`config.mk`:
```
export PLATFORM = sky130hd
export DESIGN_NAME = bpc_pressure
export DESIGN_NICKNAME = d
export VERILOG_FILES = /design/src/rtl/barometric_pressure_compensation_macros.svh /design/src/rtl/bpc_pkg.sv /design/src/rtl/bpc_pressure.sv
export SDC_FILE = /design/constraint.sdc
export NUM_CORES = 2
export LEC_CHECK = 0
export ABC_AREA = 1
export BUFFER_PORTS_ARGS = -buffer_cell sky130_fd_sc_hd__buf_2
export CAP_MARGIN = 25
export CORE_MARGIN = 1
export CORE_UTILIZATION = 59
export DETAILED_ROUTE_END_ITERATION = 12
export GPL_ROUTABILITY_DRIVEN = 0
export HOLD_SLACK_MARGIN = 0.03
export MAX_ROUTING_LAYER = met4
export PLACE_DENSITY_LB_ADDON = 0.2
export SYNTH_ARGS = -nofsm -noshare
export SYNTH_HDL_FRONTEND = slang
export SYNTH_SLANG_ARGS = --single-unit
```
`constraint.sdc`:
```
create_clock -name clk -period 7.3 [get_ports clk]
set_input_delay 1.46 -clock clk [delete_from_list [all_inputs] [get_ports clk]]
set_output_delay 1.46 -clock clk [all_outputs]
set_load 0.01 [all_outputs]
```
`src/rtl/barometric_pressure_compensation_macros.svh`:
```
// ----------------------------------------------------------------------------
// Barometric pressure compensation assertion macros
// Shared assertion wrappers; they compile to nothing in synthesis builds.
// ----------------------------------------------------------------------------
`ifndef BAROMETRIC_PRESSURE_COMPENSATION_MACROS_SVH
`define BAROMETRIC_PRESSURE_COMPENSATION_MACROS_SVH

`ifndef SYNTHESIS
// same-cycle implication
`define BPC_ASSERT_IMP(lbl, clk, rst_n, ante, cons) \
  lbl: assert property (@(posedge clk) disable iff (!rst_n) (ante) |-> (cons)) \
    else $error("same-cycle check failed");
// next-cycle implication
`define BPC_ASSERT_NXT(lbl, clk, rst_n, ante, cons) \
  lbl: assert property (@(posedge clk) disable iff (!rst_n) (ante) |=> (cons)) \
    else $error("next-cycle check failed");
`else
`define BPC_ASSERT_IMP(lbl, clk, rst_n, ante, cons)
`define BPC_ASSERT_NXT(lbl, clk, rst_n, ante, cons)
`endif

`endif

```
`src/rtl/bpc_pkg.sv`:
```
// ----------------------------------------------------------------------------
// Barometric pressure compensation package
// Widths, register indexes, constants and stage payload types.
// ----------------------------------------------------------------------------
package bpc_pkg;

  // field widths
  localparam int RAW_W   = 24;
  localparam int COEF_W  = 16;
  localparam int TEMPO_W = 19;
  localparam int PRES_W  = 32;
  localparam int IDX_W   = 3;

  // internal widths
  localparam int DT_W    = 25;  // D2 - C5*256
  localparam int MUL_W   = 42;  // dT times a coefficient
  localparam int SQ_W    = 50;  // dT squared
  localparam int DTC_W   = 19;  // TEMP - 2000
  localparam int TEMP_W  = 20;
  localparam int T2_W    = 18;
  localparam int OFF1_W  = 36;  // first-order OFF / SENS
  localparam int F_W     = 36;  // squared temperature terms
  localparam int COR_W   = 40;  // OFF2 / SENS2
  localparam int OFF_W   = 41;  // corrected OFF / SENS
  localparam int SLO_W   = 21;  // low split of SENS for the product
  localparam int SHI_W   = OFF_W - SLO_W;
  localparam int PP_W    = 45;  // partial products
  localparam int Q_W     = 46;
  localparam int DIFF_W  = 48;

  // pipeline depth, input transfer to result strobe
  localparam int LATENCY = 7;

  // register indexes
  localparam logic [IDX_W-1:0] REG_SENS_COEFF    = 3'd0;
  localparam logic [IDX_W-1:0] REG_OFFSET_COEFF  = 3'd1;
  localparam logic [IDX_W-1:0] REG_SENS_TEMPCO   = 3'd2;
  localparam logic [IDX_W-1:0] REG_OFFSET_TEMPCO = 3'd3;
  localparam logic [IDX_W-1:0] REG_REF_TEMP      = 3'd4;
  localparam logic [IDX_W-1:0] REG_TEMP_SENS     = 3'd5;

  // temperature constants
  localparam logic signed [TEMP_W-1:0] TEMP_BASE    = 20'sd2000;
  localparam logic signed [TEMP_W-1:0] VCOLD_OFFSET = 20'sd3500;  // 2000 + 1500

  typedef struct packed {
    logic [COEF_W-1:0] c1;
    logic [COEF_W-1:0] c2;
    logic [COEF_W-1:0] c3;
    logic [COEF_W-1:0] c4;
    logic [COEF_W-1:0] c5;
    logic [COEF_W-1:0] c6;
  } cal_t;

  typedef struct packed {
    logic [RAW_W-1:0]       d1;
    logic signed [DT_W-1:0] dt;
  } s1_t;

  typedef struct packed {
    logic [RAW_W-1:0]        d1;
    logic signed [MUL_W-1:0] mt;
    logic signed [MUL_W-1:0] mo;
    logic signed [MUL_W-1:0] ms;
    logic signed [SQ_W-1:0]  mq;
  } s2_t;

  typedef struct packed {
    logic [RAW_W-1:0]         d1;
    logic signed [DTC_W-1:0]  dtc;
    logic signed [TEMP_W-1:0] temp;
    logic signed [TEMP_W-1:0] dvc;
    logic signed [OFF1_W-1:0] off;
    logic signed [OFF1_W-1:0] sens;
    logic [T2_W-1:0]          t2;
  } s3_t;

  typedef struct packed {
    logic [RAW_W-1:0]         d1;
    logic signed [TEMP_W-1:0] temp;
    logic signed [OFF1_W-1:0] off;
    logic signed [OFF1_W-1:0] sens;
    logic [T2_W-1:0]          t2;
    logic                     cold;
    logic                     vcold;
    logic [F_W-1:0]           f1;
    logic [F_W-1:0]           f2;
  } s4_t;

  typedef struct packed {
    logic [RAW_W-1:0]         d1;
    logic signed [TEMP_W-1:0] temp;
    logic signed [OFF_W-1:0]  off;
    logic signed [OFF_W-1:0]  sens;
  } s5_t;

endpackage

```
`src/rtl/bpc_pressure.sv`:
```
// ----------------------------------------------------------------------------
// Pressure stages
// Stages 6-7: D1*SENS as two partial products, then shift, subtract OFF.
// ----------------------------------------------------------------------------
module bpc_pressure
  import bpc_pkg::*;
(
  input  logic                      clk,
  input  logic                      rst_n,
  input  logic                      in_vld,
  input  s5_t                       in_s5,
  output logic                      out_vld,
  output logic signed [TEMPO_W-1:0] out_temp,
  output logic signed [PRES_W-1:0]  out_pres
);

  logic vld6_r, vld7_r;

  logic signed [PP_W-1:0]   ph_r, ph_nxt;
  logic [PP_W-1:0]          pl_r, pl_nxt;
  logic signed [OFF_W-1:0]  off6_r;
  logic signed [TEMP_W-1:0] temp6_r;

  logic signed [Q_W-1:0]    q;
  logic signed [DIFF_W-1:0] diff;
  logic signed [TEMPO_W-1:0] temp7_r, temp7_nxt;
  logic signed [PRES_W-1:0]  pres7_r, pres7_nxt;

  // stage 6: SENS = hi*2^21 + lo, lo unsigned
  always_comb begin
    pl_nxt = PP_W'(in_s5.d1) * PP_W'(in_s5.sens[SLO_W-1:0]);
    ph_nxt = PP_W'($signed({1'b0, in_s5.d1}))
           * PP_W'($signed(in_s5.sens[OFF_W-1:SLO_W]));
  end

  // stage 7: floor(D1*SENS/2^21) = D1*hi + floor(D1*lo/2^21); then (.. - OFF) >> 15
  always_comb begin
    q         = Q_W'(ph_r) + Q_W'($signed({1'b0, pl_r[PP_W-1:SLO_W]}));
    diff      = DIFF_W'(q) - DIFF_W'(off6_r);
    pres7_nxt = diff[46:15];
    temp7_nxt = temp6_r[TEMPO_W-1:0];
  end

  always_ff @(posedge clk) begin
    ph_r    <= ph_nxt;
    pl_r    <= pl_nxt;
    off6_r  <= in_s5.off;
    temp6_r <= in_s5.temp;
    temp7_r <= temp7_nxt;
    pres7_r <= pres7_nxt;
  end

  always_ff @(posedge clk) begin
    if (!rst_n) begin
      vld6_r <= 1'b0;
      vld7_r <= 1'b0;
    end else begin
      vld6_r <= in_vld;
      vld7_r <= vld6_r;
    end
  end

  assign out_vld  = vld7_r;
  assign out_temp = temp7_r;
  assign out_pres = pres7_r;

endmodule

```
==> impl_metrics.tcl <==
set metrics [dict create \
    overflow 0 \
    dp_hpwl_um 101000 \
    hold_violations 0 \
    clock_sinks 182 \
    io_pins 181 \
    end_kind "flop" \
    worstMarginPinSlew_ns 0.741 \
    avgViaCountPerCell 5.17 \
    synthTopCellsByArea "fa_1, inv_1, nand2_1" \
    max_freq_mhz 141 \
    first_pass_iters 9 \
    multiInputGateArea_mm2 0.0316 \
    fillers 6056 \
    crit_fanout 6 \
    drt_iter0_drc 2518 \
    drt-wirelength-per-cell_um 16.8 \
    drc 0 \
    hold_class "reg -> reg" \
    num_rows 97 \
    post_cts_buffers 0 \
    num_vias 35800 \
    layout.nets 7336 \
    yosysWarningCount 0 \
    critPathLaunchType "input port" \
    grt_max_degree 31 \
    dieArea_mm2 0.0729 \
    grt_pass1_wl_um 193000 \
    yosys.area.top_type_share_pct 39.2 \
    clock_latency_ns 0.46 \
    synth_area_mm2 0.0424 \
    syn_to_final_growth_pct 11.4 \
    coreArea_mm2 0.0705 \
    fin_crit_ns 7.12 \
    totalWireLength_um 116000 \
    globalRouteTotalUtil_pct 34.4 \
    start_util_pct 60.1 \
    placed_area_mm2 0.0465 \
    finClkSkew_ns 0.0116 \
    timing.hold.ws_ns 0.330 \
    maxSlewHeadroom_pct 50.1 \
    r2r.worst_path.cells 12 \
    io_buffer_count 179 \
    cts_htree_levels 4 \
    ant_nets 0 \
    syn-num-nets 7004 \
    clkSlewWorstSetupHoldPaths_ns 0.07 \
    regArea_mm2 0.00364 \
    finalSetupViolCount 0 \
    fp.dieH_um 270 \
    clockBufferDepth 2 \
    design_area_mm2 0.0472 \
    antenna_found_initial 6 \
    timing.final.crit_share_pct 97.5 \
    root_buffer "clkbuf_16" \
    synth_cell_types 39 \
    final_util_pct 66.9 \
    first_global_vias 37600 \
    ys_seq_area_share_pct 8.60 \
    outcome "finished, final reports clean" \
    arrival_ns 7.51 \
    maxCapViolCount 0 \
    slew_viol_final 0 \
    whs_path_depth 0 \
    cts_tree "done" \
    die_x_um 270 \
    final_common_cell "inv_1" \
    crit_required_ns 7.70 \
    numCtsBuffers 17 \
    ys_seq_elements 182 \
    avgSynthCellArea_um2 7.51 \
    critPathKind "in -> reg" \
    yosys.area.top_type "fa_1" \
    final_cell_mix "inv_1, nand2_1, fa_1" \
    syn_inst 5645 \
    layout-drive-gt1-share_pct 9.60 \
]
[area by class of cell]
cell class,instances,share of cell area [%]
Tap cell,940,2.49
Inverter,1709,13.6
Clock inverter,15,0.387
Clock buffer,17,0.901
Sequential cell,182,7.72
Antenna cell,5,0.0265
Multi-Input combinational cell,3566,67.0
Timing Repair Buffer,501,7.85
[registers in the layout, indices dropped and copies added (netlist names)]
signal,count
off6_r,41
out_pres,32
out_temp,19
out_vld,1
ph_r,45
pl_r,24
temp6_r,19
vld6_r,1
[critical path, cell delays in order]
cell	delay, ns
clkbuf_4	0.21
buf_4	0.21
buf_4	0.15
nand2_1	0.05
inv_1	0.05
fa_1	0.54
inv_1	0.06
fa_1	0.47
fa_1	0.50
inv_1	0.06
fa_1	0.50
inv_1	0.06
fa_1	0.56
fa_1	0.43
fa_1	0.50
inv_1	0.06
ha_2	0.38
nand2_1	0.12
nor2_2	0.15
inv_1	0.07
nor2_2	0.10
inv_1	0.06
nor2_1	0.13
a21oi_1	0.11
xnor2_1	0.33
buf_4	0.17
[path summary, 6_finish.rpt]
path | startpoint | endpoint | slack [ns]
setup / recovery | in_s5[120] | pl_r[27]$_DFF_P_ | 0.18
hold / removal | temp6_r[5]$_DFF_P_ | out_temp[5]$_DFF_P_ | 0.33
setup reg to reg | ph_r[5]$_DFF_P_ | out_pres[30]$_DFF_P_ | 4.23
hold reg to reg | temp6_r[5]$_DFF_P_ | out_temp[5]$_DFF_P_ | 0.33
[routing by layer]
layer	vias up	track usage (%)	wire [um]
met5	-	-	0
met1	17600	42.5	46400
li1	16700	-	-
met4	0	11.8	4520
met2	1292	58.7	57700
met3	256	3.82	7700
[stage by stage]
step	worst slack (ns)	std cells	setup TNS, ns
2_1_floorplan	0.360	5645	0
3_3_place_gp	-0.255	6898	-4.67
3_5_place_dp	-0.299	6898	-6.23
4_1_cts	0.148	6930	0
5_1_grt	-0.0748	6934	-0.0748
6_report	0.184	6935	0
[what timing repair did]
| action | CTS | global route |
|---|---|---|
| setup endpoints to repair | 0 | 26 |
| hold buffers | 0 | 0 |
| resized for setup | 0 | 18 |
[synth_stat cells (all sizes together)]
master,instances
nand3,98
inv,1709
nand2,1530
a21o,8
nor2,241
xnor2,14
o211ai,1
and2,2
or2,13
a21boi,10
nor3,29
nand3b,2
o2111ai,1
nand2b,1
clkbuf,185
a31oi,1
buf,3
a21oi,170
fa,830
nand4,41
xor2,43
ha,400
o21bai,15
o21ai,99
dfxtp,182
o21a,14
nor4,1
and3,2
[cells by family (layout without fill, tap and decap cells)]
kind of cell / count (synthesis) / in the layout / synth area share [%]
buffers and inverters: 1897 / 2242 / 16.8
adders and majority gates: 1230 / 1230 / 51.0
other: 0 / 5 / 0
xor gates and xnor gates: 57 / 57 / 1.18
DFF: 182 / 182 / 8.60
and+or+nand+nor: 1960 / 1960 / 18.3
AOI/OAI and AO/OA: 319 / 319 / 4.10
Power is left out: the tool's default activity adds up to more than one toggle a clock period on the data nets, which glitch-free logic cannot reach.
