### config.mk
export PLATFORM = sky130hd
export DESIGN_NAME = bpc_second_order
export DESIGN_NICKNAME = d
export VERILOG_FILES = /design/src/rtl/bpc_pkg.sv /design/src/rtl/bpc_second_order.sv
export VERILOG_INCLUDE_DIRS = /design/src /design/src/rtl
export SDC_FILE = /design/constraint.sdc
export NUM_CORES = 2
export LEC_CHECK = 0
export ABC_AREA = 1
export BUFFER_PORTS_ARGS = -buffer_cell sky130_fd_sc_hd__buf_2
export CAP_MARGIN = 20
export CELL_PAD_IN_SITES_DETAIL_PLACEMENT = 1
export CELL_PAD_IN_SITES_GLOBAL_PLACEMENT = 2
export CORE_MARGIN = 4
export CORE_UTILIZATION = 40
export CTS_BUF_LIST = sky130_fd_sc_hd__clkbuf_8
export DETAILED_ROUTE_END_ITERATION = 8
export GPL_ROUTABILITY_DRIVEN = 0
export GPL_TIMING_DRIVEN = 0
export PLACE_DENSITY_LB_ADDON = 0.1
export SLEW_MARGIN = 40
export SYNTH_ARGS = -nofsm -noshare
export SYNTH_HDL_FRONTEND = slang
export SYNTH_SLANG_ARGS = --single-unit
### constraint.sdc
create_clock -name clk -period 17.09 [get_ports clk]
set_clock_uncertainty 0.05 [all_clocks]
set_input_delay 0.8545 -clock clk [delete_from_list [all_inputs] [get_ports clk]]
set_output_delay 0.8545 -clock clk [all_outputs]
set_load 0.005 [all_outputs]
### src/rtl/barometric_pressure_compensation_macros.svh
// ----------------------------------------------------------------------------
// Barometric pressure compensation assertion macros
// Shared assertion wrappers; they compile to nothing in synthesis builds.
// ----------------------------------------------------------------------------
`ifndef BAROMETRIC_PRESSURE_COMPENSATION_MACROS_SVH
`define BAROMETRIC_PRESSURE_COMPENSATION_MACROS_SVH

`ifndef SYNTHESIS
// same-cycle implication
`define BPC_ASSERT_IMP(lbl, clk, rst_n, ante, cons) \
  lbl: assert property (@(posedge clk) disable iff (!rst_n) (ante) |-> (cons)) \
    else $error("same-cycle check failed");
// next-cycle implication
`define BPC_ASSERT_NXT(lbl, clk, rst_n, ante, cons) \
  lbl: assert property (@(posedge clk) disable iff (!rst_n) (ante) |=> (cons)) \
    else $error("next-cycle check failed");
`else
`define BPC_ASSERT_IMP(lbl, clk, rst_n, ante, cons)
`define BPC_ASSERT_NXT(lbl, clk, rst_n, ante, cons)
`endif

`endif

### src/rtl/bpc_pkg.sv
// ----------------------------------------------------------------------------
// Barometric pressure compensation package
// Widths, register indexes, constants and stage payload types.
// ----------------------------------------------------------------------------
package bpc_pkg;

  // field widths
  localparam int RAW_W   = 24;
  localparam int COEF_W  = 16;
  localparam int TEMPO_W = 19;
  localparam int PRES_W  = 32;
  localparam int IDX_W   = 3;

  // internal widths
  localparam int DT_W    = 25;  // D2 - C5*256
  localparam int MUL_W   = 42;  // dT times a coefficient
  localparam int SQ_W    = 50;  // dT squared
  localparam int DTC_W   = 19;  // TEMP - 2000
  localparam int TEMP_W  = 20;
  localparam int T2_W    = 18;
  localparam int OFF1_W  = 36;  // first-order OFF / SENS
  localparam int F_W     = 36;  // squared temperature terms
  localparam int COR_W   = 40;  // OFF2 / SENS2
  localparam int OFF_W   = 41;  // corrected OFF / SENS
  localparam int SLO_W   = 21;  // low split of SENS for the product
  localparam int SHI_W   = OFF_W - SLO_W;
  localparam int PP_W    = 45;  // partial products
  localparam int Q_W     = 46;
  localparam int DIFF_W  = 48;

  // pipeline depth, input transfer to result strobe
  localparam int LATENCY = 7;

  // register indexes
  localparam logic [IDX_W-1:0] REG_SENS_COEFF    = 3'd0;
  localparam logic [IDX_W-1:0] REG_OFFSET_COEFF  = 3'd1;
  localparam logic [IDX_W-1:0] REG_SENS_TEMPCO   = 3'd2;
  localparam logic [IDX_W-1:0] REG_OFFSET_TEMPCO = 3'd3;
  localparam logic [IDX_W-1:0] REG_REF_TEMP      = 3'd4;
  localparam logic [IDX_W-1:0] REG_TEMP_SENS     = 3'd5;

  // temperature constants
  localparam logic signed [TEMP_W-1:0] TEMP_BASE    = 20'sd2000;
  localparam logic signed [TEMP_W-1:0] VCOLD_OFFSET = 20'sd3500;  // 2000 + 1500

  typedef struct packed {
    logic [COEF_W-1:0] c1;
    logic [COEF_W-1:0] c2;
    logic [COEF_W-1:0] c3;
    logic [COEF_W-1:0] c4;
    logic [COEF_W-1:0] c5;
    logic [COEF_W-1:0] c6;
  } cal_t;

  typedef struct packed {
    logic [RAW_W-1:0]       d1;
    logic signed [DT_W-1:0] dt;
  } s1_t;

  typedef struct packed {
    logic [RAW_W-1:0]        d1;
    logic signed [MUL_W-1:0] mt;
    logic signed [MUL_W-1:0] mo;
    logic signed [MUL_W-1:0] ms;
    logic signed [SQ_W-1:0]  mq;
  } s2_t;

  typedef struct packed {
    logic [RAW_W-1:0]         d1;
    logic signed [DTC_W-1:0]  dtc;
    logic signed [TEMP_W-1:0] temp;
    logic signed [TEMP_W-1:0] dvc;
    logic signed [OFF1_W-1:0] off;
    logic signed [OFF1_W-1:0] sens;
    logic [T2_W-1:0]          t2;
  } s3_t;

  typedef struct packed {
    logic [RAW_W-1:0]         d1;
    logic signed [TEMP_W-1:0] temp;
    logic signed [OFF1_W-1:0] off;
    logic signed [OFF1_W-1:0] sens;
    logic [T2_W-1:0]          t2;
    logic                     cold;
    logic                     vcold;
    logic [F_W-1:0]           f1;
    logic [F_W-1:0]           f2;
  } s4_t;

  typedef struct packed {
    logic [RAW_W-1:0]         d1;
    logic signed [TEMP_W-1:0] temp;
    logic signed [OFF_W-1:0]  off;
    logic signed [OFF_W-1:0]  sens;
  } s5_t;

endpackage

### src/rtl/bpc_second_order.sv
// ----------------------------------------------------------------------------
// Second-order correction stages
// Stages 4-5: squared temperature terms, then cold corrections applied.
// ----------------------------------------------------------------------------
`include "barometric_pressure_compensation_macros.svh"

module bpc_second_order
  import bpc_pkg::*;
(
  input  logic clk,
  input  logic rst_n,
  input  logic in_vld,
  input  s3_t  in_s3,
  output logic out_vld,
  output s5_t  out_s5
);

  logic vld4_r, vld5_r;
  s4_t  s4_r, s4_nxt;
  s5_t  s5_r, s5_nxt;

  logic signed [37:0]  sq1;
  logic signed [39:0]  sq2;
  logic [38:0]         five_f1;
  logic [38:0]         seven_f2;
  logic [39:0]         eleven_f2;
  logic [COR_W-1:0]    off2;
  logic [COR_W-1:0]    sens2;

  // stage 4: cold flags and squares
  always_comb begin
    sq1 = 38'($signed(in_s3.dtc)) * 38'($signed(in_s3.dtc));
    sq2 = 40'($signed(in_s3.dvc)) * 40'($signed(in_s3.dvc));
    s4_nxt.d1    = in_s3.d1;
    s4_nxt.temp  = in_s3.temp;
    s4_nxt.off   = in_s3.off;
    s4_nxt.sens  = in_s3.sens;
    s4_nxt.t2    = in_s3.t2;
    s4_nxt.cold  = in_s3.dtc[DTC_W-1];   // TEMP < 2000
    s4_nxt.vcold = in_s3.dvc[TEMP_W-1];  // TEMP < -1500
    s4_nxt.f1    = sq1[F_W-1:0];
    s4_nxt.f2    = sq2[F_W-1:0];
  end

  // stage 5: OFF2 / SENS2 by shift-add, then subtract for cold items
  always_comb begin
    five_f1   = {3'd0, s4_r.f1} + {1'b0, s4_r.f1, 2'd0};
    seven_f2  = {s4_r.f2, 3'd0} - {3'd0, s4_r.f2};
    eleven_f2 = {1'b0, s4_r.f2, 3'd0} + {3'd0, s4_r.f2, 1'b0} + {4'd0, s4_r.f2};
    off2  = COR_W'(five_f1[38:1]);
    sens2 = COR_W'(five_f1[38:2]);
    if (s4_r.vcold) begin
      off2  = off2 + COR_W'(seven_f2);
      sens2 = sens2 + COR_W'(eleven_f2[39:1]);
    end
    s5_nxt.d1   = s4_r.d1;
    s5_nxt.temp = s4_r.temp;
    s5_nxt.off  = OFF_W'($signed(s4_r.off));
    s5_nxt.sens = OFF_W'($signed(s4_r.sens));
    if (s4_r.cold) begin
      s5_nxt.temp = s4_r.temp - $signed({2'd0, s4_r.t2});
      s5_nxt.off  = OFF_W'($signed(s4_r.off)) - $signed({1'b0, off2});
      s5_nxt.sens = OFF_W'($signed(s4_r.sens)) - $signed({1'b0, sens2});
    end
  end

  always_ff @(posedge clk) begin
    s4_r <= s4_nxt;
    s5_r <= s5_nxt;
  end

  always_ff @(posedge clk) begin
    if (!rst_n) begin
      vld4_r <= 1'b0;
      vld5_r <= 1'b0;
    end else begin
      vld4_r <= in_vld;
      vld5_r <= vld4_r;
    end
  end

  assign out_vld = vld5_r;
  assign out_s5  = s5_r;

  // very cold is a subset of cold
  `BPC_ASSERT_IMP(a_vcold_in_cold, clk, rst_n, vld4_r && s4_r.vcold, s4_r.cold)
  // warm items pass OFF unchanged
  `BPC_ASSERT_NXT(a_warm_off_kept, clk, rst_n, vld4_r && !s4_r.cold,
                  s5_r.off == OFF_W'($signed($past(s4_r.off))))

endmodule

==> impl_summary.txt <==
----------------------------------------------------
[Timing]
  Total negative slack for setup checks ... 0 ns
  Maximum clock frequency ... 130 MHz
  Max Slew Vio Count ... 0
  Pin slew with the least headroom to its limit ... 0.918 ns
  Setup repair after global routing missed its margin ... no
  Period minus WS final ... 7.69 ns
  Final critical-path share of the clock period ... 45.0%
  Total of endpoints with negative setup slack in the final report ... 0
  Number of endpoints with negative hold slack in the final report ... 0
  Relative slew margins ... 38.8%

[Route]
  Routed wire length on met2 ... 103000 um
  WL per Instance ... 22.1 um
  Routed vias ... 49700
  Number of DRC violations after detailed routing ... 0
  Number of search-and-repair iterations in the first detailed-routing pass ... 5
  Met3 wire length ... 8870 um
  Aggregate routed wire length ... 211000 um
  Routed vias/inst ... 5.21
  Highest metal layer used by the detailed router ... met5
  Number of nets with antenna violations after detailed routing ... 0
  Post-Route M1 WL ... 91800 um
  Count of routing violations after the opening detailed-route iteration ... 2733

[Setup path]
  Type of the worst setup path ... in -> reg
  Crit path max-delay cell type ... fa_1
  Worst Setup End Kind ... flip-flop
  Critical path data required time ... 17.57 ns
  Longest individual stage delay on the worst path ... 0.81 ns
  Critical Path Most Common Cell ... fa_1
  Arrival time reported for the critical path endpoint ... 8.17 ns
  Element type at the critical path start ... primary input
  Critical-path cell list ... clkbuf_1 > buf_1 > nand2_1 > inv_1 > fa_1 > fa_1 > fa_1 > inv_1 > fa_1 > fa_1 > fa_1 > inv_1 > ha_1 > ha_1 > a21oi_1 > o21ai_0 > a21oi_1 > o21ai_0 > a31oi_1 > inv_1 > nand2_1 > nand2_1
  Highest fanout seen on the critical path ... 10

[Synthesis]
  Average size of a mapped cell ... 7.17 sq um
  Count of mapped cells out of synthesis ... 7395
  Share of Yosys cell area claimed by the top area cell type ... 26.9%
  Top flip-flop cell by instance count after synthesis ... dfxtp_1
  Async set or reset register ratio after synthesis ... 0%
  Cell area after synthesis ... 53000 sq um
  Synth cell types ... 55
  Sequential area share after synthesis ... 12.6%
  Most area-consuming cells after synthesis ... fa_1 (27%), dfxtp_1 (13%), nand2_1 (12%)
  Number of synthesized flops with an enable pin ... 0
  Dominant cell type by area after synthesis ... fa_1
  Synth Register Bits ... 334
  Total number of yosys warnings ... 0

[Global route]
  Number of global-route vias before repair ... 53700
  Pin count of the biggest net entering global routing ... 18
  Initial antenna violation count ... 11
  Remaining global-route overflow ... 0
  First-pass GRT wire length ... 319000 um
  GRT Util Overall ... 30.2%

[Clock network]
  Total clock buffers created by CTS ... 56
  # hold bufs at CTS ... 0
  Post-CTS setup buffer count ... 0
  Total number of H-tree levels ... 2
  Clock slew seen by the registers of the worst setup and hold paths ... 0.07 ns
  Master cell of the clock root buffer ... clkbuf_8
  Clk sinks ... 334
  Clock latency at the later pin of the worst-skew pair ... 0.69 ns
  CTS-repair resized insts ... 0
  Clock tree buffer depth ... 3
  TritonCTS clock tree ... built

[Flow run]
  Number of max-capacitance violations reported ... 0

[Floorplan]
  Die ar. ... 138000 sq um
  Area of the placeable core ... 132000 sq um
  Die H ... 372 um
  Width of the chip ... 372 um
  Top Ports ... 303
  Number of rows in the core area ... 133
  Initial core utilization ... 40.3%

[Finish]
  Layout Nets ... 9123
  Number of filler cells placed in the layout ... 17000
  Most frequent standard cell in the layout excluding fill and tap cells ... nand2_1
  Post-route core utilization ... 44.0%
  Area Growth Syn to Fin ... 9.34%
  Share of post-route cells with drive strength above 1 ... 6.30%
  Highest-count cells in the layout ignoring fill and taps ... nand2_1 (1700), inv_1 (1612), fa_1 (711)

[Run status]
  Run status ... completed

[Placed design]
  DP Wirelength ... 187000 um
  Number of buffers inserted by port buffering ... 290

[Hold path]
  Class of the most critical hold timing path ... in -> reg

----------------------------------------------------
[worst max-delay path, delay by kind of cell]
family | cells | cell delay [ns]
simple gates | 3 | 0.31
compound gates | 5 | 1.05
buf+inv | 6 | 1.86
fa+ha+maj | 8 | 4.07
[synth_stat cells, drive strengths merged (22+ instances only)]
cell / number
a21boi: 22
a21o: 44
a21oi: 428
a31oi: 52
buf: 26
clkbuf: 86
dfxtp: 334
fa: 711
ha: 491
inv: 1607
nand2: 1721
nand3: 359
nand4: 78
nor2: 612
nor3: 75
o21ai: 380
o21bai: 50
or2: 34
xnor2: 85
xor2: 134
[stage by stage]
| step | hold slack [ns] | setup slack, ns | std cells | area, sq um |
|---|---|---|---|---|
| 3_3_place_gp | 0.260 | 8.82 | 9442 | 56700 |
| 5_1_grt | 0.168 | 9.02 | 9547 | 57900 |
| 4_1_cts | 0.153 | 9.44 | 9545 | 57900 |
| 6_report | 0.204 | 9.40 | 9550 | 58000 |
| 3_5_place_dp | 0.263 | 8.74 | 9442 | 56700 |
| 2_1_floorplan | 0.260 | 10.39 | 7397 | 53000 |
[layer usage]
layer / track usage [%] / vias to the layer above
li1: - / 23600
met1: 39.1 / 24700
met2: 52.9 / 1133
met3: 2.88 / 298
met4: 9.73 / 4
met5: 0 / -
[sequential cells by signal, indices dropped and copies added, names as in the netlist]
register	cells
s4_r	206
out_s5	126
out_vld	1
vld4_r	1
[kinds of logic after synthesis]
group	after synthesis	synth area share (%)
flops	334	12.6
compound gates	1006	10.5
xor+xnor	219	3.62
buf+inv	1720	12.2
fa+ha+maj	1202	38.4
simple gates	2913	22.6
other cells	1	0.00708
[worst paths after layout]
kind	from	endpoint	slack (ns)	depth (start not counted)
max reg2reg	s4_r[45]$_DFF_P_	out_s5[80]$_DFF_P_	9.89	27
max	in_s3[132]	s4_r[71]$_DFF_P_	9.40	22
min	in_s3[129]	s4_r[183]$_DFF_P_	0.20	1
min reg2reg	s4_r[188]$_DFF_P_	out_s5[106]$_DFF_P_	0.26	0
[final cells by class]
| class | instances | area, sq um | share of cell area [%] |
|---|---|---|---|
| tap | 1755 | 2200 | 3.79 |
| multi-input combinational | 5343 | 39900 | 68.8 |
| antenna | 5 | 12.5 | 0.0216 |
| sequential | 334 | 6690 | 11.5 |
| buffer | 112 | 444 | 0.766 |
| clock buffer | 69 | 950 | 1.64 |
| clock inverter | 34 | 313 | 0.540 |
| timing repair buffer | 290 | 1450 | 2.50 |
| inverter | 1608 | 6040 | 10.4 |
Power is not shown: default switching activity piles up to over one toggle a cycle in this logic, so the estimate is an artifact.
