<file path="src/rtl/barometric_pressure_compensation_macros.svh">
// ----------------------------------------------------------------------------
// Barometric pressure compensation assertion macros
// Shared assertion wrappers; they compile to nothing in synthesis builds.
// ----------------------------------------------------------------------------
`ifndef BAROMETRIC_PRESSURE_COMPENSATION_MACROS_SVH
`define BAROMETRIC_PRESSURE_COMPENSATION_MACROS_SVH

`ifndef SYNTHESIS
// same-cycle implication
`define BPC_ASSERT_IMP(lbl, clk, rst_n, ante, cons) \
  lbl: assert property (@(posedge clk) disable iff (!rst_n) (ante) |-> (cons)) \
    else $error("same-cycle check failed");
// next-cycle implication
`define BPC_ASSERT_NXT(lbl, clk, rst_n, ante, cons) \
  lbl: assert property (@(posedge clk) disable iff (!rst_n) (ante) |=> (cons)) \
    else $error("next-cycle check failed");
`else
`define BPC_ASSERT_IMP(lbl, clk, rst_n, ante, cons)
`define BPC_ASSERT_NXT(lbl, clk, rst_n, ante, cons)
`endif

`endif

</file>
<file path="src/rtl/bpc_pkg.sv">
// ----------------------------------------------------------------------------
// Barometric pressure compensation package
// Widths, register indexes, constants and stage payload types.
// ----------------------------------------------------------------------------
package bpc_pkg;

  // field widths
  localparam int RAW_W   = 24;
  localparam int COEF_W  = 16;
  localparam int TEMPO_W = 19;
  localparam int PRES_W  = 32;
  localparam int IDX_W   = 3;

  // internal widths
  localparam int DT_W    = 25;  // D2 - C5*256
  localparam int MUL_W   = 42;  // dT times a coefficient
  localparam int SQ_W    = 50;  // dT squared
  localparam int DTC_W   = 19;  // TEMP - 2000
  localparam int TEMP_W  = 20;
  localparam int T2_W    = 18;
  localparam int OFF1_W  = 36;  // first-order OFF / SENS
  localparam int F_W     = 36;  // squared temperature terms
  localparam int COR_W   = 40;  // OFF2 / SENS2
  localparam int OFF_W   = 41;  // corrected OFF / SENS
  localparam int SLO_W   = 21;  // low split of SENS for the product
  localparam int SHI_W   = OFF_W - SLO_W;
  localparam int PP_W    = 45;  // partial products
  localparam int Q_W     = 46;
  localparam int DIFF_W  = 48;

  // pipeline depth, input transfer to result strobe
  localparam int LATENCY = 7;

  // register indexes
  localparam logic [IDX_W-1:0] REG_SENS_COEFF    = 3'd0;
  localparam logic [IDX_W-1:0] REG_OFFSET_COEFF  = 3'd1;
  localparam logic [IDX_W-1:0] REG_SENS_TEMPCO   = 3'd2;
  localparam logic [IDX_W-1:0] REG_OFFSET_TEMPCO = 3'd3;
  localparam logic [IDX_W-1:0] REG_REF_TEMP      = 3'd4;
  localparam logic [IDX_W-1:0] REG_TEMP_SENS     = 3'd5;

  // temperature constants
  localparam logic signed [TEMP_W-1:0] TEMP_BASE    = 20'sd2000;
  localparam logic signed [TEMP_W-1:0] VCOLD_OFFSET = 20'sd3500;  // 2000 + 1500

  typedef struct packed {
    logic [COEF_W-1:0] c1;
    logic [COEF_W-1:0] c2;
    logic [COEF_W-1:0] c3;
    logic [COEF_W-1:0] c4;
    logic [COEF_W-1:0] c5;
    logic [COEF_W-1:0] c6;
  } cal_t;

  typedef struct packed {
    logic [RAW_W-1:0]       d1;
    logic signed [DT_W-1:0] dt;
  } s1_t;

  typedef struct packed {
    logic [RAW_W-1:0]        d1;
    logic signed [MUL_W-1:0] mt;
    logic signed [MUL_W-1:0] mo;
    logic signed [MUL_W-1:0] ms;
    logic signed [SQ_W-1:0]  mq;
  } s2_t;

  typedef struct packed {
    logic [RAW_W-1:0]         d1;
    logic signed [DTC_W-1:0]  dtc;
    logic signed [TEMP_W-1:0] temp;
    logic signed [TEMP_W-1:0] dvc;
    logic signed [OFF1_W-1:0] off;
    logic signed [OFF1_W-1:0] sens;
    logic [T2_W-1:0]          t2;
  } s3_t;

  typedef struct packed {
    logic [RAW_W-1:0]         d1;
    logic signed [TEMP_W-1:0] temp;
    logic signed [OFF1_W-1:0] off;
    logic signed [OFF1_W-1:0] sens;
    logic [T2_W-1:0]          t2;
    logic                     cold;
    logic                     vcold;
    logic [F_W-1:0]           f1;
    logic [F_W-1:0]           f2;
  } s4_t;

  typedef struct packed {
    logic [RAW_W-1:0]         d1;
    logic signed [TEMP_W-1:0] temp;
    logic signed [OFF_W-1:0]  off;
    logic signed [OFF_W-1:0]  sens;
  } s5_t;

endpackage

</file>
<file path="src/rtl/bpc_cal_regs.sv">
// ----------------------------------------------------------------------------
// Calibration register file
// Six 16-bit factory calibration words, written through the config port.
// ----------------------------------------------------------------------------
module bpc_cal_regs
  import bpc_pkg::*;
(
  input  logic              clk,
  input  logic              rst_n,
  input  logic              cfg_we,
  input  logic [IDX_W-1:0]  cfg_index,
  input  logic [COEF_W-1:0] cfg_data,
  output cal_t              cal
);

  cal_t cal_r;
  cal_t cal_nxt;

  // decode write; unused indexes are dropped
  always_comb begin
    cal_nxt = cal_r;
    if (cfg_we) begin
      unique case (cfg_index)
        REG_SENS_COEFF:    cal_nxt.c1 = cfg_data;
        REG_OFFSET_COEFF:  cal_nxt.c2 = cfg_data;
        REG_SENS_TEMPCO:   cal_nxt.c3 = cfg_data;
        REG_OFFSET_TEMPCO: cal_nxt.c4 = cfg_data;
        REG_REF_TEMP:      cal_nxt.c5 = cfg_data;
        REG_TEMP_SENS:     cal_nxt.c6 = cfg_data;
        default:           cal_nxt = cal_r;
      endcase
    end
  end

  always_ff @(posedge clk) begin
    if (!rst_n) begin
      cal_r <= '0;
    end else begin
      cal_r <= cal_nxt;
    end
  end

  assign cal = cal_r;

endmodule

</file>
<file path="config.mk">
export PLATFORM = sky130hd
export DESIGN_NAME = bpc_cal_regs
export DESIGN_NICKNAME = d
export VERILOG_FILES = /design/src/rtl/barometric_pressure_compensation_macros.svh /design/src/rtl/bpc_pkg.sv /design/src/rtl/bpc_cal_regs.sv
export SDC_FILE = /design/constraint.sdc
export NUM_CORES = 1
export LEC_CHECK = 0
export BUFFER_PORTS_ARGS = -buffer_cell sky130_fd_sc_hd__buf_4
export CORE_UTILIZATION = 49
export DETAILED_ROUTE_END_ITERATION = 10
export PLACE_DENSITY_LB_ADDON = 0.3
export SLEW_MARGIN = 30
export SYNTH_ARGS = -nofsm -noshare
export SYNTH_HDL_FRONTEND = slang
export SYNTH_SLANG_ARGS = --single-unit
</file>
<file path="constraint.sdc">
create_clock -name clk -period 2.27 [get_ports clk]
set_clock_uncertainty 0.2 [all_clocks]
set_input_delay 0.681 -clock clk [delete_from_list [all_inputs] [get_ports clk]]
set_output_delay 0.681 -clock clk [all_outputs]
set_load 0.02 [all_outputs]
</file>
==> impl_metrics.ini, run 1 <==
[synthesis]
synth_edf_count = 0
synthTopCellsByArea = dfxtp_1 55%, mux2i_1 27%, nand2_1 12%
syn-num-nets = 356
ys_seq_area_share_pct = 55.0
ys_ff_latch = 96
synth_area_um2 = 3490
syn_avg_cell_area_um2 = 10.5
synth_top_area_share_pct = 55.0
ys_async_sr_fraction_pct = 0
synth.yosys.warnings = 0
synth_common_cells = 112 x nand2_1, 96 x dfxtp_1, 96 x mux2i_1
ys_types = 13
synth_most_common_cell = nand2_1
syn-instance-count = 334
synth.largest_area_cell = dfxtp_1
synth-main-ff-cell = dfxtp_1

[power_and_ir_drop]
switching_share_pct = 22.9
vdd_ir_drop_max_v = 0.000391
netSwitchingPower_mw = 0.741
power_leakage_nw = 2.49
total_power_mw = 3.23
internal_power_mw = 2.49
clock_power_share_pct = 37.3
p_per_area_nw_per_um2 = 690
comb_power_share_pct = 8.8
p_seq_share_pct = 53.8

[critical_path]
cp-end-kind = primary output
cp-startpoint = cal[3]$_SDFFE_PN0P_
crit_arrival_ps = 890
path_delay_family = flip-flops
reg2reg_from = cal[3]$_SDFFE_PN0P_
worstPathCellList = buf_4
critPathSlowestCell = dfxtp_1
required_ps = 1390
critPathKind = reg2out
reg2reg_setup_slack_ps = 1430
r2r_end = cal[3]$_SDFFE_PN0P_
rr_worst_depth = 2
slowest_delay_ps = 380
path_max_fanout = 2
critPathBufInv = 1
start_kind = flop

[clock_tree]
cts_hold_buf = 0
clkSlewWorstSetupHoldPaths_ps = 80
cts_tree = done
cts-root-buf = clkbuf_8
htree_levels = 3
clock-sinks = 96
cts_resized = 0
clkLatencyLatePin_ps = 350
clock_path_buffers = 2
cts_setup_buffers = 0
cts_made_buffers = 9

[sta]
fin_crit_sh_pct = 77.9
max_slew.worst_pin.slew_ps = 318
min_period_ps = 1770
rsz0062_at_grt = false
slew_violations = 0
finalHoldViolations = 0
slew_headroom_pct = 78.8
setup_viol = 0
fin_setup_tns_ps = 0
fmax_mhz = 565

[floorplan]
start_util_pct = 51.2
dieArea_um2 = 7470
fp.dieW_um = 86.5
fp.dieH_um = 86.5
num_rows = 30
core-area_um2 = 6830
ios = 118

[layout]
multi_input_area_um2 = 1440
n_antenna_cell = 0
largest_reg_flops = 96
regArea_um2 = 1920
area_delta_synth_final_pct = 34.2
fillCellCount = 543
drive_gt1_share_pct = 31.6
fin_util_pct = 68.6
nets = 473

[worst_hold_path]
hold_path_end = cal[71]$_SDFFE_PN0P_
hold_path_class = reg2reg
min_path_cells = 2
hold_start = cal[71]$_SDFFE_PN0P_

[drt]
drc = 0
ant_nets = 0
wl_per_cell_um = 14.8
wl_um = 8160
post_drt_via_cell_ratio = 4.87
vias = 2689
drt_iter0_markers = 68
drt_pass1_iterations = 4

[grt]
grt_pass1_wl_um = 12800
grt_max_degree = 29
grt_pass1_vias = 2624
grt_antenna_before_repair = 0
grt-ovfl-total = 0
grtUsageTotal_pct = 22.4

[placed_design]
placement.io_buffers = 117
gp_congestion = 0.709
dp_hpwl_um = 5890

[job]
cap_viol_max_count = 0

[status]
outcome = finished clean
==> area by class of cell <==
type	count	share of cell area, %
flip-flops and latches	96	41.0
multi-input cells	214	30.8
repair buffers	130	21.1
clock buffers	13	3.18
well taps	96	2.56
clock inverters	3	1.39
==> layer usage <==
| layer | global-route usage (%) | up-vias | wire length [um] |
|---|---|---|---|
| met5 | 0 | - | 0 |
| met4 | 9.85 | 0 | 141 |
| met3 | 5.43 | 12 | 459 |
| met2 | 37.7 | 75 | 3960 |
| met1 | 27.4 | 1262 | 3600 |
| li1 | - | 1340 | - |
==> metrics by stage <==
step	instance area [um^2]	setup slack, ps	hold slack [ps]	cells
after floorplan	3490	339	333	334
after global placement	4470	246	243	536
after detailed placement	4470	192	249	536
after CTS	4690	495	264	552
after global routing	4690	477	287	552
final	4690	502	262	552
==> cells by family after synthesis <==
logic type / after synthesis / synth area share [%]
multiplexers: 96 / 27.5
flip-flops: 96 / 55.0
buffers and inverters: 24 / 3.69
AND/OR/NAND/NOR: 118 / 13.8
==> placed cells by master (no fill, tap or decap) <==
cell type / instances
clkbuf_1: 3
clkbuf_8: 10
or4b_1: 1
buf_12: 1
mux2i_1: 96
and4bb_2: 1
buf_4: 129
bufinv_16: 2
nand4b_1: 2
clkinv_2: 1
dfxtp_1: 96
nand2_1: 112
nand4bb_1: 2
==> worst max path at each step <==
| stage | slack [ps] | cells past startpoint | to |
|---|---|---|---|
| finish | 500 | 1 | cal[3] |
| global route | 480 | 1 | cal[19] |
| CTS | 490 | 1 | cal[3] |
| detailed placement | 190 | 4 | cal[84]$_SDFFE_PN0P_ |
| global placement | 250 | 4 | cal[91]$_SDFFE_PN0P_ |
| floorplan | 340 | 4 | cal[80]$_SDFFE_PN0P_ |
==> worst register-to-register path: stages (launching register included) <==
cell and delay [ps]:
dfxtp_1 380, nand2_1 70, mux2i_1 120
==> power by group through the flow <==
stage	clock network [mW]	logic (mW)	registers, mW
6_report	1.21	0.286	1.74
5_1_grt	1.27	0.306	1.74
4_1_cts	1.22	0.288	1.74
3_5_place_dp	0	0.287	1.78
3_3_place_gp	0	0.282	1.78
2_1_floorplan	0	0.114	1.82
No activity file was read; power rests on OpenSTA's default activity.
==> inputs of run 2 (changes only) <==
--- a/config.mk
+++ b/config.mk
@@ -6,7 +6,7 @@
 export NUM_CORES = 1
 export LEC_CHECK = 0
 export BUFFER_PORTS_ARGS = -buffer_cell sky130_fd_sc_hd__buf_4
-export CORE_UTILIZATION = 49
+export CORE_UTILIZATION = 45
 export DETAILED_ROUTE_END_ITERATION = 10
 export PLACE_DENSITY_LB_ADDON = 0.3
 export SLEW_MARGIN = 30
==> constraint.sdc (replaced) <==
create_clock -name clk -period 1.55 [get_ports clk]
set_clock_uncertainty 0.2 [all_clocks]
set_input_delay 0.465 -clock clk [delete_from_list [all_inputs] [get_ports clk]]
set_output_delay 0.465 -clock clk [all_outputs]
set_load 0.02 [all_outputs]
==> run 2 against run 1 <==
  * Clock power rose by 47%
  * Cell count rose by 0.54%
  * Via count fell by 0.33%
  * First-iteration DRC count rose by 25%
  * Clock-buffer cell count fell by 3
  * Critical path depth did not move
  * Non-clock buffer count did not move
  * Sequential share of layout area fell by 0.49 points
  * Die area rose by 8.7%
  * Flip-flop and latch count did not move
  * Wire length rose by 0.97%
  * Critical path type unchanged
  * Largest power group unchanged
  * Highest routed layer unchanged
==> impl_metrics.ini, run 2 (synthesis results as in run 1) <==
[status]
outcome = finished clean

[power_and_ir_drop]
vdd_ir_drop_max_v = 0.000519
power_leakage_nw = 2.53
p_per_area_nw_per_um2 = 989
total_power_mw = 4.77

[sta]
setup_viol = 0
hold_ws_ps = 260
setup_ws_ps = 38.5
min_period_ps = 1510
max_slew.worst_pin.slew_ps = 303
fin_crit_sh_pct = 97.5
fin_setup_tns_ps = 0
slew_headroom_pct = 79.8
rsz0062_at_grt = false
slew_violations = 0
finalHoldViolations = 0
fmax_mhz = 662

[critical_path]
critPathSlowestCell = dfxtp_1
cp-end-kind = primary output
reg2reg_from = cal[56]$_SDFFE_PN0P_
start_kind = flop
critPathKind = reg2out
path_delay_family = flip-flops
slowest_delay_ps = 360
required_ps = 880
r2r_end = cal[56]$_SDFFE_PN0P_
critPathBufInv = 1
path_max_fanout = 2
crit_arrival_ps = 850
worstPathCellList = buf_4
rr_worst_depth = 2
reg2reg_setup_slack_ps = 720

[drt]
drt_pass1_iterations = 4
vias = 2680
drt_iter0_markers = 85
post_drt_via_cell_ratio = 4.83
drc = 0
wl_um = 8240
ant_nets = 0
wl_per_cell_um = 14.8

[floorplan]
dieArea_um2 = 8120
num_rows = 31
core-area_um2 = 7370
start_util_pct = 47.4
ios = 118
fp.dieW_um = 90.1
fp.dieH_um = 90.1

[grt]
grt-ovfl-total = 0
grt_pass1_wl_um = 13600
grt_pass1_vias = 2719
grt_max_degree = 40
grtUsageTotal_pct = 20.9
grt_antenna_before_repair = 0

[clock_tree]
htree_levels = 3
clkLatencyLatePin_ps = 330
cts_made_buffers = 9
cts_tree = done
clkSlewWorstSetupHoldPaths_ps = 90
clock_path_buffers = 2
cts_setup_buffers = 0
clock-sinks = 96
cts-root-buf = clkbuf_8

[worst_hold_path]
hold_path_class = reg2reg
hold_start = cal[78]$_SDFFE_PN0P_
hold_path_end = cal[78]$_SDFFE_PN0P_
min_path_cells = 2

[placed_design]
dp_hpwl_um = 5830
gp_congestion = 0.736
place_ws_ps = -274
place_area_um2 = 4570
place_inst = 539
placement.io_buffers = 117

[layout]
largest_reg_flops = 96
fin_util_pct = 65.4
fin_cells = 555
final_cell_mix = 122 x buf_4, 112 x nand2_1, 96 x mux2i_1
drive_gt1_share_pct = 37.5
area_delta_synth_final_pct = 37.9
nets = 473
stdcell_area_um2 = 4820
mostFrequentLayoutCell = buf_4
n_antenna_cell = 0

[job]
cap_viol_max_count = 0
==> run 2: cell count changes in the layout (fill, tap and decap cells not counted), sizes merged <==
cell and change:
clkbuf -3, clkinvlp +2, inv +1
==> run 2: worst max-delay path by stage <==
stage / to / slack [ps] / cells past startpoint / from
floorplan: cal[89]$_SDFFE_PN0P_ / -150 / 4 / cfg_index[1]
global placement: cal[92]$_SDFFE_PN0P_ / -250 / 3 / cfg_index[1]
detailed placement: cal[86]$_SDFFE_PN0P_ / -270 / 3 / cfg_index[1]
CTS: cal[70] / 2 / 1 / cal[70]$_SDFFE_PN0P_
global route: cal[32] / 0.7 / 1 / cal[32]$_SDFFE_PN0P_
finish: cal[81] / 40 / 1 / cal[81]$_SDFFE_PN0P_
==> run 2: layer usage <==
metal / global-route usage, % / up-vias / routed length, um / part of all wire, %
met5: 0 / - / 0 / 0
met4: 6.45 / 0 / 38 / 0.46
met3: 5.41 / 2 / 434 / 5.3
met2: 34.9 / 68 / 3960 / 48
met1: 26.6 / 1274 / 3810 / 46
li1: - / 1336 / - / -
==> run 2: repair_timing <==
| item | in CTS | in global routing |
|---|---|---|
| resized for setup | 0 | 24 |
| hold buffers | 0 | 0 |
| setup endpoints to repair | 0 | 24 |
==> run 2: power by group <==
part | internal (mW) | switching, mW
logic | 0.193 | 0.243
registers | 2.52 | 0.0307
clock network | 0.919 | 0.859
total | 3.63 | 1.13
==> run 2: final cells by class <==
class,instances,area [um^2]
clock buffer,10,128
clock inverter,6,92.6
multi-input combinational,214,1450
tap,99,124
timing repair buffer,130,1080
sequential,96,1950
fill,594,2550
==> inputs of run 3 (changes only) <==
--- a/config.mk
+++ b/config.mk
@@ -5,9 +5,9 @@
 export SDC_FILE = /design/constraint.sdc
 export NUM_CORES = 1
 export LEC_CHECK = 0
-export BUFFER_PORTS_ARGS = -buffer_cell sky130_fd_sc_hd__buf_4
-export CORE_UTILIZATION = 45
+export CORE_UTILIZATION = 56
 export DETAILED_ROUTE_END_ITERATION = 10
+export DONT_BUFFER_PORTS = 1
 export PLACE_DENSITY_LB_ADDON = 0.3
 export SLEW_MARGIN = 30
 export SYNTH_ARGS = -nofsm -noshare
==> run 3 against run 2 <==
  * Total power decreased by 4.6%
  * Setup slack better by 12 ps
  * Combinational power fell by 61%
  * Sequential power rose by 3%
  * Global-route usage grew 1.4 points
  * Non-clock buffer count down 125
  * First-iteration DRC count is 19% lower
  * Utilization shrank 1.9 points
==> impl_metrics.ini, run 3 (synthesis results as in run 1) <==
[status]
outcome = finished clean

[layout]
stdcell_area_um2 = 3780
area_delta_synth_final_pct = 8.23
largest_reg_flops = 96
mostFrequentLayoutCell = nand2_1
regArea_um2 = 1920
multi_input_area_um2 = 1450
fillCellCount = 494
fin_util_pct = 63.5
drive_gt1_share_pct = 6.67
nets = 348
fin_cells = 405
n_antenna_cell = 0
final_cell_mix = 112 x nand2_1, 96 x mux2i_1, 96 x dfxtp_1

[critical_path]
cp-end-kind = primary output
reg2reg_from = cal[85]$_SDFFE_PN0P_
r2r_end = cal[85]$_SDFFE_PN0P_
crit_arrival_ps = 830
start_kind = flop
cp-startpoint = cal[4]$_SDFFE_PN0P_
critPathKind = reg2out
crit_path_end = cal[4]
crit_cells = 0
rr_worst_depth = 2
path_max_fanout = 2
reg2reg_setup_slack_ps = 560
required_ps = 880

[grt]
grt-ovfl-total = 0
grt_antenna_before_repair = 0
grt_pass1_vias = 2150
grt_pass1_wl_um = 10800
grtUsageTotal_pct = 22.4
grt_max_degree = 113

[clock_tree]
cts-root-buf = clkbuf_8
clkLatencyLatePin_ps = 350
cts_tree = done
cts_made_buffers = 9
cts_hold_buf = 0
cts_setup_buffers = 0
clock-sinks = 96
clkSlewWorstSetupHoldPaths_ps = 90
clock_path_buffers = 2
cts_resized = 0
htree_levels = 3

[sta]
hold_ws_ps = 53.0
setup_ws_ps = 50.1
slew_violations = 0
fin_setup_tns_ps = 0
min_period_ps = 1500
slew_headroom_pct = 79.8
rsz0062_at_grt = false
setup_viol = 0
finalHoldViolations = 0
max_slew.worst_pin.slew_ps = 303
fin_crit_sh_pct = 96.8
fmax_mhz = 667

[floorplan]
num_rows = 28
dieArea_um2 = 6560
fp.dieW_um = 81.0
core-area_um2 = 5960
start_util_pct = 58.7
ios = 118
fp.dieH_um = 81.0

[drt]
wl_per_cell_um = 17.8
wl_um = 7220
vias = 2236
post_drt_via_cell_ratio = 5.52
drc = 0
drt_iter0_markers = 69
drt_pass1_iterations = 4
ant_nets = 0

[power_and_ir_drop]
vdd_ir_drop_max_v = 0.000648
power_leakage_nw = 1.85
p_per_area_nw_per_um2 = 1200
total_power_mw = 4.55

[placed_design]
place_inst = 390
place_area_um2 = 3560
gp_congestion = 0.688
placement.io_buffers = 0
place_ws_ps = -135
dp_hpwl_um = 4900

[worst_hold_path]
hold_path_class = in2reg

[job]
cap_viol_max_count = 0
run 3: routing by layer:
layer  global-route usage, %  up-vias  routed length (um)
met4                    12.3        0                 180
met5                       0        -                   0
met1                    26.8     1049                2940
met2                    35.4       85                3400
li1                        -     1085                   -
met3                    7.42       17                 702
run 3: how the worst min path moves through the flow:
stage                     cells past startpoint                  from              endpoint  slack [ps]
after floorplan                               2  cal[64]$_SDFFE_PN0P_  cal[64]$_SDFFE_PN0P_         330
after global placement                        2  cal[64]$_SDFFE_PN0P_  cal[64]$_SDFFE_PN0P_         340
after detailed placement                      2  cal[65]$_SDFFE_PN0P_  cal[65]$_SDFFE_PN0P_         350
after CTS                                     2                 rst_n  cal[65]$_SDFFE_PN0P_          50
after global routing                          2                 rst_n  cal[21]$_SDFFE_PN0P_          60
final                                         2                 rst_n  cal[35]$_SDFFE_PN0P_          50
run 3: layout make-up:
class	count	share of cell area [%]
Sequential cell	96	50.8
Multi-Input combinational cell	214	38.3
Clock buffer	10	3.64
Timing Repair Buffer	5	2.65
Tap cell	75	2.48
Clock inverter	5	2.15
run 3: power by group:
part / total (mW) / internal (mW) / leakage [nW] / switching, mW
logic: 0.169 / 0.0737 / 0.966 / 0.0954
clock network: 1.75 / 0.943 / 0.108 / 0.811
registers: 2.62 / 2.52 / 0.777 / 0.105
total: 4.55 / 3.54 / 1.85 / 1.01
